==> config.mk <==
export PLATFORM = sky130hd
export DESIGN_NAME = serial_rgb_command_controller
export DESIGN_NICKNAME = d
export VERILOG_FILES = /design/src/srgb_pkg.sv /design/src/srgb_line_check.sv /design/src/serial_rgb_command_controller.sv
export SDC_FILE = /design/constraint.sdc
export NUM_CORES = 1
export LEC_CHECK = 0
export BUFFER_PORTS_ARGS = -buffer_cell sky130_fd_sc_hd__buf_2
export CAP_MARGIN = 10
export CORE_MARGIN = 2
export CORE_UTILIZATION = 57
export CTS_CLUSTER_SIZE = 16
export DETAILED_ROUTE_END_ITERATION = 8
export PLACE_DENSITY = 0.75
export REMOVE_ABC_BUFFERS = 1
export SLEW_MARGIN = 30
export SYNTH_ARGS = -nofsm -noshare
export SYNTH_HDL_FRONTEND = slang
export SYNTH_SLANG_ARGS = --single-unit
==> constraint.sdc <==
create_clock -name clk -period 7.1 [get_ports clk]
set_input_delay 0 -clock clk [delete_from_list [all_inputs] [get_ports clk]]
set_output_delay 0 -clock clk [all_outputs]
set_load 0.02 [all_outputs]
==> src/srgb_pkg.sv <==
`timescale 1ns / 1ps
`default_nettype none
// ----------------------------------------------------------------------------
// srgb_pkg: shared types, codes and helpers for the serial RGB controller
// Request and result layouts, event codes, register indexes, the command
// word, hex digit decoding and the three-segment color wheel.
// ----------------------------------------------------------------------------
package srgb_pkg;

    // Line buffer geometry
    localparam int LINE_MAX = 12;
    localparam int LEN_W    = $clog2(LINE_MAX + 1);
    localparam int IDX_W    = $clog2(LINE_MAX);

    // Configuration port
    localparam int CFG_IDX_W = 8;
    localparam logic [CFG_IDX_W-1:0] REG_ENTER = CFG_IDX_W'(0);
    localparam logic [CFG_IDX_W-1:0] REG_ERASE = CFG_IDX_W'(1);
    localparam logic [7:0] ENTER_RESET = 8'd13;
    localparam logic [7:0] ERASE_RESET = 8'd127;

    // Event codes
    localparam logic [2:0] EV_ECHO   = 3'd0;
    localparam logic [2:0] EV_ERASE  = 3'd1;
    localparam logic [2:0] EV_ACCEPT = 3'd2;
    localparam logic [2:0] EV_REJECT = 3'd3;
    localparam logic [2:0] EV_FRAME  = 3'd4;

    // Request function codes
    localparam logic FUNC_BYTE = 1'b0;
    localparam logic FUNC_TICK = 1'b1;

    // Command words and characters
    localparam int RAINBOW_LEN = 11;
    localparam logic [RAINBOW_LEN-1:0][7:0] RAINBOW_WORD = "FULLRAINBOW";
    localparam int HEX_LEN    = 8;
    localparam int HEX_DIGITS = 6;
    localparam logic [7:0] CHAR_D = "D";
    localparam logic [7:0] CHAR_6 = "6";
    localparam logic [7:0] CHAR_8 = "8";

    // Color wheel segment bounds
    localparam logic [7:0] WHEEL_SEG1 = 8'd85;
    localparam logic [7:0] WHEEL_SEG2 = 8'd170;
    localparam logic [7:0] LEVEL_MAX  = 8'd255;

    typedef logic [LINE_MAX-1:0][7:0] line_t;

    typedef struct packed {
        logic       func;
        logic [7:0] rx_byte;
    } item_t;

    typedef struct packed {
        logic [2:0] event_kind;
        logic [7:0] echo_byte;
        logic [7:0] led6_red;
        logic [7:0] led6_green;
        logic [7:0] led6_blue;
        logic [7:0] led7_red;
        logic [7:0] led7_green;
        logic [7:0] led7_blue;
        logic [7:0] led8_red;
        logic [7:0] led8_green;
        logic [7:0] led8_blue;
    } result_t;

    // Line check status handed from the checker to the top level
    typedef struct packed {
        logic        is_rainbow;
        logic        hex_ok;
        logic [1:0]  hex_led;
        logic [23:0] colour;
    } check_t;

    function automatic logic is_hex(input logic [7:0] c);
        return (c >= "0" && c <= "9") || (c >= "A" && c <= "F") ||
               (c >= "a" && c <= "f");
    endfunction

    function automatic logic [3:0] hex_nibble(input logic [7:0] c);
        logic [7:0] v;
        if (c >= "0" && c <= "9")
            v = c - "0";
        else if (c >= "A" && c <= "F")
            v = c - "A" + 8'd10;
        else
            v = c - "a" + 8'd10;
        return v[3:0];
    endfunction

    // Three-segment color wheel, red:green:blue
    function automatic logic [23:0] wheel_rgb(input logic [7:0] pos);
        logic [7:0]  p;
        logic [7:0]  q;
        logic [7:0]  t;
        logic [23:0] rgb;
        p = ~pos;
        if (p < WHEEL_SEG1)
            q = p;
        else if (p < WHEEL_SEG2)
            q = p - WHEEL_SEG1;
        else
            q = p - WHEEL_SEG2;
        t = 8'({q, 1'b0} + {1'b0, q});
        if (p < WHEEL_SEG1)
            rgb = {LEVEL_MAX - t, 8'd0, t};
        else if (p < WHEEL_SEG2)
            rgb = {8'd0, t, LEVEL_MAX - t};
        else
            rgb = {t, LEVEL_MAX - t, 8'd0};
        return rgb;
    endfunction

endpackage
`default_nettype wire

==> src/srgb_line_check.sv <==
`timescale 1ns / 1ps
`default_nettype none
// ----------------------------------------------------------------------------
// srgb_line_check: command line decoder
// Compares the buffered line against the rainbow word and the hex color
// command form in parallel and extracts the target LED and 24-bit color.
// ----------------------------------------------------------------------------
module srgb_line_check (
    input  wire srgb_pkg::line_t             line,
    input  wire logic [srgb_pkg::LEN_W-1:0]  line_len,
    output srgb_pkg::check_t                 check
);
    import srgb_pkg::*;

    logic rainbow_match;
    logic digits_ok;
    logic [23:0] colour;

    // Match the rainbow word character by character
    always_comb
    begin
        rainbow_match = (line_len == LEN_W'(RAINBOW_LEN));
        for (int k = 0; k < RAINBOW_LEN; k++)
        begin
            if (line[k] != RAINBOW_WORD[RAINBOW_LEN-1-k])
                rainbow_match = 1'b0;
        end
    end

    // Decode the six hex digits, first digit most significant
    always_comb
    begin
        digits_ok = 1'b1;
        colour    = '0;
        for (int k = 0; k < HEX_DIGITS; k++)
        begin
            if (!is_hex(line[k]))
                digits_ok = 1'b0;
            colour = {colour[19:0], hex_nibble(line[k])};
        end
    end

    assign check.is_rainbow = rainbow_match;
    assign check.hex_ok     = (line_len == LEN_W'(HEX_LEN)) && digits_ok &&
                              (line[6] == CHAR_D) &&
                              (line[7] >= CHAR_6) && (line[7] <= CHAR_8);
    assign check.hex_led    = 2'(line[7] - CHAR_6);
    assign check.colour     = colour;

endmodule
`default_nettype wire

==> src/serial_rgb_command_controller.sv <==
`timescale 1ns / 1ps
`default_nettype none
// ----------------------------------------------------------------------------
// serial_rgb_command_controller: serial command line for three RGB LEDs
// Buffers received characters, decodes rainbow and hex color commands on
// enter, and emits LED frames on wheel ticks.
// ----------------------------------------------------------------------------
// Takes one request per clock while the result register is not held by a stall:
// a request is captured in the item register, decoded against the line buffer
// in one pass and its event is loaded into the result register once that
// register is free or being taken. The two registers let a new request enter
// while a finished result waits. Requests that produce no event (an ordinary
// byte on a full line, an erase on an empty line) update nothing visible and
// pass through without a result. The configuration port is always ready.
// ----------------------------------------------------------------------------
module serial_rgb_command_controller (
    input  wire                                   clk,
    input  wire                                   rst_n,
    input  wire logic                             item_valid,
    output logic                                  item_stall,
    input  wire srgb_pkg::item_t                  item,
    output logic                                  result_valid,
    input  wire logic                             result_stall,
    output srgb_pkg::result_t                     result,
    input  wire logic                             cfg_valid,
    output logic                                  cfg_ready,
    input  wire logic [srgb_pkg::CFG_IDX_W-1:0]   cfg_index,
    input  wire logic [7:0]                       cfg_wdata
);
    import srgb_pkg::*;

    logic              in_vld_reg;
    item_t             in_reg;
    logic              out_vld_reg;
    logic              out_vld_next;
    result_t           out_reg;
    result_t           out_next;
    logic              has_result;
    logic              advance;

    logic [7:0]        enter_reg;
    logic [7:0]        erase_reg;
    line_t             line_reg;
    line_t             line_next;
    logic [LEN_W-1:0]  len_reg;
    logic [LEN_W-1:0]  len_next;
    logic [2:0][23:0]  colour_reg;
    logic [2:0][23:0]  colour_next;
    logic [2:0]        flags_reg;
    logic [2:0]        flags_next;
    logic [7:0]        wheel_reg;
    logic [7:0]        wheel_next;

    check_t            check;
    logic [LEN_W-1:0]  len_m1;
    logic [23:0]       wheel_now;
    logic [2:0][23:0]  led_rgb;

    srgb_line_check u_check (
        .line     (line_reg),
        .line_len (len_reg),
        .check    (check)
    );

    // Handshake: move the held request on when the result slot frees up
    assign advance    = in_vld_reg && (!out_vld_reg || !result_stall);
    assign item_stall = in_vld_reg && !advance;
    assign cfg_ready  = 1'b1;
    assign result_valid = out_vld_reg;
    assign result       = out_reg;

    // Capture the request
    always_ff @(posedge clk or negedge rst_n)
    begin
        if (!rst_n)
            in_vld_reg <= 1'b0;
        else if (item_valid && !item_stall)
            in_vld_reg <= 1'b1;
        else if (advance)
            in_vld_reg <= 1'b0;
    end

    always_ff @(posedge clk)
    begin
        if (item_valid && !item_stall)
            in_reg <= item;
    end

    // Configuration registers
    always_ff @(posedge clk or negedge rst_n)
    begin
        if (!rst_n)
        begin
            enter_reg <= ENTER_RESET;
            erase_reg <= ERASE_RESET;
        end
        else if (cfg_valid && cfg_ready)
        begin
            unique case (cfg_index)
                REG_ENTER: enter_reg <= cfg_wdata;
                REG_ERASE: erase_reg <= cfg_wdata;
                default:   ;
            endcase
        end
    end

    assign len_m1    = len_reg - LEN_W'(1);
    assign wheel_now = wheel_rgb(wheel_reg);

    // Per-LED color for a frame: rainbow or fixed
    always_comb
    begin
        for (int led = 0; led < 3; led++)
            led_rgb[led] = flags_reg[led] ? wheel_now : colour_reg[led];
    end

    // Decode the request and work out next state and event
    always_comb
    begin
        line_next   = line_reg;
        len_next    = len_reg;
        colour_next = colour_reg;
        flags_next  = flags_reg;
        wheel_next  = wheel_reg;
        out_next    = '0;
        has_result  = 1'b0;

        if (in_reg.func == FUNC_TICK)
        begin
            has_result          = 1'b1;
            out_next.event_kind = EV_FRAME;
            out_next.led6_red   = led_rgb[0][23:16];
            out_next.led6_green = led_rgb[0][15:8];
            out_next.led6_blue  = led_rgb[0][7:0];
            out_next.led7_red   = led_rgb[1][23:16];
            out_next.led7_green = led_rgb[1][15:8];
            out_next.led7_blue  = led_rgb[1][7:0];
            out_next.led8_red   = led_rgb[2][23:16];
            out_next.led8_green = led_rgb[2][15:8];
            out_next.led8_blue  = led_rgb[2][7:0];
            wheel_next          = wheel_reg + 8'd1;
        end
        else if (in_reg.rx_byte == enter_reg)
        begin
            has_result          = 1'b1;
            out_next.event_kind = EV_REJECT;
            if (check.is_rainbow)
            begin
                flags_next          = 3'b111;
                out_next.event_kind = EV_ACCEPT;
            end
            else if (check.hex_ok)
            begin
                colour_next[check.hex_led] = check.colour;
                flags_next[check.hex_led]  = 1'b0;
                out_next.event_kind        = EV_ACCEPT;
            end
            line_next = '0;
            len_next  = '0;
        end
        else if (in_reg.rx_byte == erase_reg)
        begin
            if (len_reg != '0)
            begin
                has_result                  = 1'b1;
                out_next.event_kind         = EV_ERASE;
                line_next[len_m1[IDX_W-1:0]] = 8'd0;
                len_next                    = len_m1;
            end
        end
        else if (len_reg < LEN_W'(LINE_MAX))
        begin
            has_result                    = 1'b1;
            out_next.event_kind           = EV_ECHO;
            out_next.echo_byte            = in_reg.rx_byte;
            line_next[len_reg[IDX_W-1:0]] = in_reg.rx_byte;
            len_next                      = len_reg + LEN_W'(1);
        end
    end

    // Commit state when the request moves on
    always_ff @(posedge clk or negedge rst_n)
    begin
        if (!rst_n)
        begin
            line_reg   <= '0;
            len_reg    <= '0;
            colour_reg <= '0;
            flags_reg  <= '0;
            wheel_reg  <= '0;
        end
        else if (advance)
        begin
            line_reg   <= line_next;
            len_reg    <= len_next;
            colour_reg <= colour_next;
            flags_reg  <= flags_next;
            wheel_reg  <= wheel_next;
        end
    end

    // Result register: load on a new event, drop once taken
    always_comb
    begin
        if (advance)
            out_vld_next = has_result;
        else if (!result_stall)
            out_vld_next = 1'b0;
        else
            out_vld_next = out_vld_reg;
    end

    always_ff @(posedge clk or negedge rst_n)
    begin
        if (!rst_n)
            out_vld_reg <= 1'b0;
        else
            out_vld_reg <= out_vld_next;
    end

    always_ff @(posedge clk)
    begin
        if (advance && has_result)
            out_reg <= out_next;
    end

    // Checks
    a_len_bound: assert property (@(posedge clk) disable iff (!rst_n)
        len_reg <= LEN_W'(LINE_MAX))
        else $error("line length beyond buffer size");

    a_tick_wheel: assert property (@(posedge clk) disable iff (!rst_n)
        advance && in_reg.func == FUNC_TICK |=> wheel_reg == $past(wheel_reg) + 8'd1)
        else $error("wheel position did not step on a tick");

    a_enter_clears: assert property (@(posedge clk) disable iff (!rst_n)
        advance && in_reg.func == FUNC_BYTE && in_reg.rx_byte == enter_reg
        |=> len_reg == '0 && out_vld_reg &&
            (out_reg.event_kind == EV_ACCEPT || out_reg.event_kind == EV_REJECT))
        else $error("enter did not clear the line or report a verdict");

    a_rainbow_sets: assert property (@(posedge clk) disable iff (!rst_n)
        advance && in_reg.func == FUNC_BYTE && in_reg.rx_byte == enter_reg &&
        check.is_rainbow |=> flags_reg == 3'b111)
        else $error("rainbow command did not set all LEDs");

    a_stall_holds: assert property (@(posedge clk) disable iff (!rst_n)
        item_stall |-> in_vld_reg && out_vld_reg && result_stall)
        else $error("request stalled with room in the result register");

endmodule
`default_nettype wire

After elaboration in Yosys (flattened, before gate mapping)
Index checks and enable logic that the tools add are counted.
W data, S select, Z words.
- bits in registers: 293
- input bits: 30
- output and inout port bits: 86
- add/sub/neg operators: 38
- $lt $le $gt $ge: 47
- eq/ne operators: 19
- mux-type cells: 70
- bitwise logic cells: 8
- reductions and logical operators: 58
- operator list (kind ; number):
    $mux W96 ; 4
    $mux W24 ; 6
    $and A96 B96 Y96 ; 1
    $bwmux W96 ; 1
    $ge A8 B7 Y1 const B ; 12
    $le A8 B7 Y1 const B ; 12
    $not A96 Y96 ; 1
    $ne A8 B7 Y1 const B ; 11
    $sub A4 B1 Y4 const B ; 19
    $bwmux W72 ; 1
    $demux W8 S4 ; 2
    $mux W4 ; 16
    $ge A8 B6 Y1 const B ; 7
    $le A8 B6 Y1 const B ; 7
    $add A4 B4 Y4 const B ; 12
    $demux W24 S2 ; 1
    $mux W8 ; 4
    $mux W1 ; 31
    $logic_and A1 B1 Y1 ; 29
    $eq A8 B8 Y1 ; 2
    $logic_or A1 B1 Y1 ; 13
    $lt A4 B5 Y1 const B ; 2
    $add A8 B1 Y8 const B ; 1
    $add A8 B8 Y8 ; 1
    32 further kinds ; 44

Longest topological paths before layout
- depth in word-level cells: 17
- gate-level depth with buffers: 18
- gate-level depth less buffers: 17

Hierarchy
A second synthesis with hierarchy kept.
- cell total of the unflattened synthesis: 1283
- area total of the unflattened synthesis: 14869.3 sq um
- by module, submodules not included (module ; instances ; cells an instance ; area an instance (sq um) ; seq. area each (sq um)):
    serial_rgb_command_controller ; 1 ; 1097 ; 13411.6 ; 7805.0
    srgb_line_check ; 1 ; 186 ; 1457.6 ; 0.0

Worst setup path before layout
No wires, ideal clock.
- kind: register -> register
- start: register erase_reg[5]
- end: register out_reg (netlist bit result[0]), enable pin
- setup time: 0.525 ns
- arrival time: 5.079 ns
- required time: 6.575 ns
- setup slack: 1.496 ns
- stages on the path, launching flop included: 7
- path buffers: 0
- cells stage by stage: dfstp_2 xnor2_1 nand4_1 o21ai_0 and2_1 nor3_1 nor2_1
- word-level cells in the longest chain between the ends: 5
- RTL lines (what ; RTL line ; text):
    start: declaration ; serial_rgb_command_controller.sv:42 ; logic [7:0] erase_reg;
    start signal: assignment ; serial_rgb_command_controller.sv:101 ; REG_ERASE: erase_reg <= cfg_wdata;
    $eq A8 B8 Y1 ; serial_rgb_command_controller.sv:161 ; else if (in_reg.rx_byte == erase_reg)
    $mux W1 ; serial_rgb_command_controller.sv:161 ;
    $mux W1 ; serial_rgb_command_controller.sv:143 ; else if (in_reg.rx_byte == enter_reg)
    $mux W1 ; serial_rgb_command_controller.sv:128 ; if (in_reg.func == FUNC_TICK)
    $logic_and A1 B1 Y1 ; serial_rgb_command_controller.sv:223 ; if (advance && has_result)
    end signal: assignment ; serial_rgb_command_controller.sv:224 ; out_reg <= out_next;
    end: declaration ; serial_rgb_command_controller.sv:36 ; result_t out_reg;
No other way between the ends.
A chain may end at the register's enable or synchronous reset.

Worst setup path in the final report
- start: register wheel_reg[0]
- end: register out_reg (netlist bit result[54]), data pin
- word-level cells in the longest chain between the ends: 9
- RTL lines (what ; RTL line ; text):
    start: declaration ; serial_rgb_command_controller.sv:51 ; logic [7:0] wheel_reg;
    start signal: assignment ; serial_rgb_command_controller.sv:198 ; wheel_reg <= wheel_next;
    $not A8 Y8 * ; srgb_pkg.sv:98 ; p = ~pos;
    $sub A8 B8 Y8 (tied with other cells) ; srgb_pkg.sv:104 ; q = p - WHEEL_SEG2;
    $mux W8 ; srgb_pkg.sv:101 ; else if (p < WHEEL_SEG2)
    $mux W8 ; srgb_pkg.sv:99 ; if (p < WHEEL_SEG1)
    $add A8 B8 Y8 ; srgb_pkg.sv:105 ; t = 8'({q, 1'b0} + {1'b0, q});
    $sub A8 B8 Y8 ; srgb_pkg.sv:109 ; rgb = {8'd0, t, LEVEL_MAX - t};
    $mux W24 ; srgb_pkg.sv:108 ; else if (p < WHEEL_SEG2)
    $mux W24 * ; srgb_pkg.sv:106 ; if (p < WHEEL_SEG1)
    $mux W24 * ; serial_rgb_command_controller.sv:114 ; led_rgb[led] = flags_reg[led] ? wheel_now : colour_reg[led];
Mark *: on every way between the ends. The rest lies on a longest branch, timed or not.

==> flow_summary.yaml <==
logic_synthesis:
  synth_flop_cell: "dfrtp_1"
  syn_area_mm2: 0.0142
  syn_area_per_cell_um2: 11.5
  synth-edff-count: 92
  yosys_warnings: 0
  ys_types: 73
  synth-seq-cells: 285
  async_flop_share_pct: 67.7
  ys_seq_area_share_pct: 53.5
  synth_cells: 1234
die:
  core-area_mm2: 0.0244
  pin_count: 116
  initial_utilization_pct: 58.2
  dieArea_mm2: 0.0262
  rows: 57
  dieHeight_um: 162
  fp.dieW_um: 162
sta:
  skew_ns: 0.00876
  relSlewSlack_pct: 33.6
  period_minus_slack_ns: 4.88
  setup_viol: 0
  setup_tns_ns: 0
  hold_slack_ns: 0.0301
  fin_crit_sh_pct: 68.7
  rsz0062_at_grt: "false"
  final_hold_viol_count: 0
  worst_pin_slew_ns: 0.982
  max_freq_mhz: 205
  drv_slew: 0
cts:
  cts_root_buffer: "clkbuf_16"
  path_clk_slew_ns: 0.06
  clock_path_buffers: 3
  clk-insertion-delay-late_ns: 0.56
  clock-sinks: 285
  cts_tree: "yes"
  numCtsBuffers: 31
  htree_levels: 1
setup_path:
  crit_path_end_kind: "flop"
  crit_required_ns: 7.36
  r2r_setup_slack_ns: 2.22
  crit_path_max_incr_delay_ns: 0.58
  crit_path_start_kind: "flop"
  path_class: "flop to flop"
  crit_slowest_cell: "a221oi_1"
  worstReg2RegEnd: "result[54]"
  rr_worst_depth: 15
  critPathMaxFanout: 15
  crit_arrival_ns: 5.14
  path_cells: "ha_1 -> o21a_1 -> o21a_1 -> o21a_1 -> nor2_1 -> a221oi_1 -> ha_1 -> a21o_1 -> a21o_1 -> a2111o_1 -> o311ai_1 -> inv_1 -> ha_1 -> mux2i_1 -> a211oi_1"
  r2r-start: "wheel_reg[0]"
power_and_ir_drop:
  switching_share_pct: 39.4
  ir_drop_v: 0.000245
  seqPwrFrac_pct: 38.2
  p_leak_nw: 7.06
  power.internal_mw: 3.99
  pwr-share-clk_pct: 22.5
  netSwitchingPower_mw: 2.59
  powerDensity_mw_per_mm2: 406
  p_total_mw: 6.58
  power_frac_comb_pct: 39.3
routing:
  vias_per_cell: 6.09
  vias: 10343
  ant_nets: 0
  detail_route.iter0.violations: 823
  drcViolationCount: 0
  dr.pass1.iters: 5
  routedWlPerCell_um: 20.3
  drt_wl_total_mm: 34.5
global_route:
  grt_pass1_wl_mm: 54.9
  grt_overflow: 0
  antenna_found_initial: 0
  use_met3_pct: 4.06
  track_usage_pct: 26.4
  grt_pass1_vias: 10226
  grt_use_met2_pct: 43.9
  grt_start_max_net_pins: 76
  grt.busiest_layer: "met2"
  use_met1_pct: 35.2
placement:
  hpwl_mm: 22.6
  numPortBuffers: 114
  placed_cells: 1617
  gp_congestion: 0.920
job:
  maxCapViolations: 0
finish:
  largest_reg_flops: 88
  area_growth_syn_to_layout_pct: 14.1
  fin_cells: 1697
  drive_above_1_share_pct: 22.0
  antennaDiodeCount: 0
  nNetsFinal: 1434
outcome:
  status: "finished clean"
hold_path:
  hold_path.class: "input port to asynchronous set/reset pin"
-- cells in the final DEF (no fill, tap or decap), types with 43 or more instances in the layout --
master / n
o21ai_0: 44
a21oi_1: 60
nand2_1: 95
ha_1: 54
edfxtp_1: 92
nand3_1: 43
buf_2: 113
inv_1: 65
nor2_1: 64
dfrtp_1: 183
mux2_2: 74
-- through the flow --
stage                     setup slack, ns  util (%)  instance area [um^2]
after floorplan                      1.13         -                 13900
after detailed placement             2.32      61.6                 15000
after global routing                 1.80      66.5                 16200
after global placement               2.49      61.5                 15000
after CTS                            2.30      66.3                 16200
final                                2.22      66.5                 16200
-- synthesized netlist by cell type, types with 10 or more instances --
library cell	n	area [um^2]
nor4_1	17	106
dfstp_2	10	263
xnor2_1	41	359
a31oi_1	11	68.8
nand2_1	95	357
clkbuf_1	52	195
and2_1	12	75.1
inv_1	66	248
nor2_1	67	251
o21ai_0	45	225
mux2_4	19	285
mux2_2	74	833
nand3_1	43	215
mux2i_1	20	200
ha_1	54	676
edfxtp_1	92	2760
dfrtp_1	183	4580
nand4_1	17	106
o31ai_1	10	75.1
a211oi_1	30	225
o2bb2ai_1	33	289
a21oi_1	60	300
o22ai_1	32	200
-- per-layer routing --
layer | share of wire (%) | vias to the layer above
li1 | - | 4736
met2 | 48 | 372
met3 | 6.5 | 92
met4 | 4.2 | 0
met5 | 0 | -
met1 | 41 | 5143
-- area by class of cell --
type | instances | area [um^2]
sequential | 285 | 7600
inverter | 67 | 254
clock buffer | 39 | 816
tap | 324 | 405
clock inverter | 18 | 115
timing repair buffer | 151 | 912
multi-input combinational | 813 | 6100
fill | 1863 | 8180
-- critical path: cells and delay by family (launching register included) --
family,cells,cell delay [ns]
buffers and inverters,1,0.11
DFF,1,0.56
and+or+nand+nor,1,0.18
AOI/OAI and AO/OA,9,2.64
muxes,1,0.25
adders and majority gates,3,0.85
-- timing repair --
action                                 in CTS  in global routing
endpoints found under the hold margin     100                  0
hold buffers                               23                  0
setup endpoints to repair                   0                  0
gates resized for setup                     0                  0
buffers inserted                            0                  0
-- worst max path at each step --
stage | from | to | slack (ns) | depth (start not counted)
2_1_floorplan | wheel_reg[0] | result[23] | 1.13 | 15
3_3_place_gp | wheel_reg[0] | result[30] | 2.49 | 15
3_5_place_dp | wheel_reg[0] | result[54] | 2.32 | 15
4_1_cts | wheel_reg[0] | result[54] | 2.30 | 15
5_1_grt | wheel_reg[0] | result[54] | 1.80 | 15
6_report | wheel_reg[0] | result[54] | 2.22 | 15
-- cells by family after synthesis --
| family | after synthesis | synth area share [%] |
|---|---|---|
| simple gates | 312 | 11.0 |
| other cells | 1 | 0.0264 |
| xor+xnor | 50 | 3.08 |
| compound gates | 278 | 14.0 |
| fa+ha+maj | 55 | 4.90 |
| flops | 285 | 53.5 |
| mux | 117 | 9.60 |
| buf+inv | 136 | 3.89 |
-- power groups by stage --
stage	registers [mW]	logic [mW]	clock network, mW
global placement	2.51	2.45	0
CTS	2.51	2.56	1.49
global route	2.56	2.85	1.57
floorplan	2.63	1.66	0
detailed placement	2.53	2.52	0
finish	2.51	2.59	1.48
Note: power is estimated with default switching activity, not from simulation.
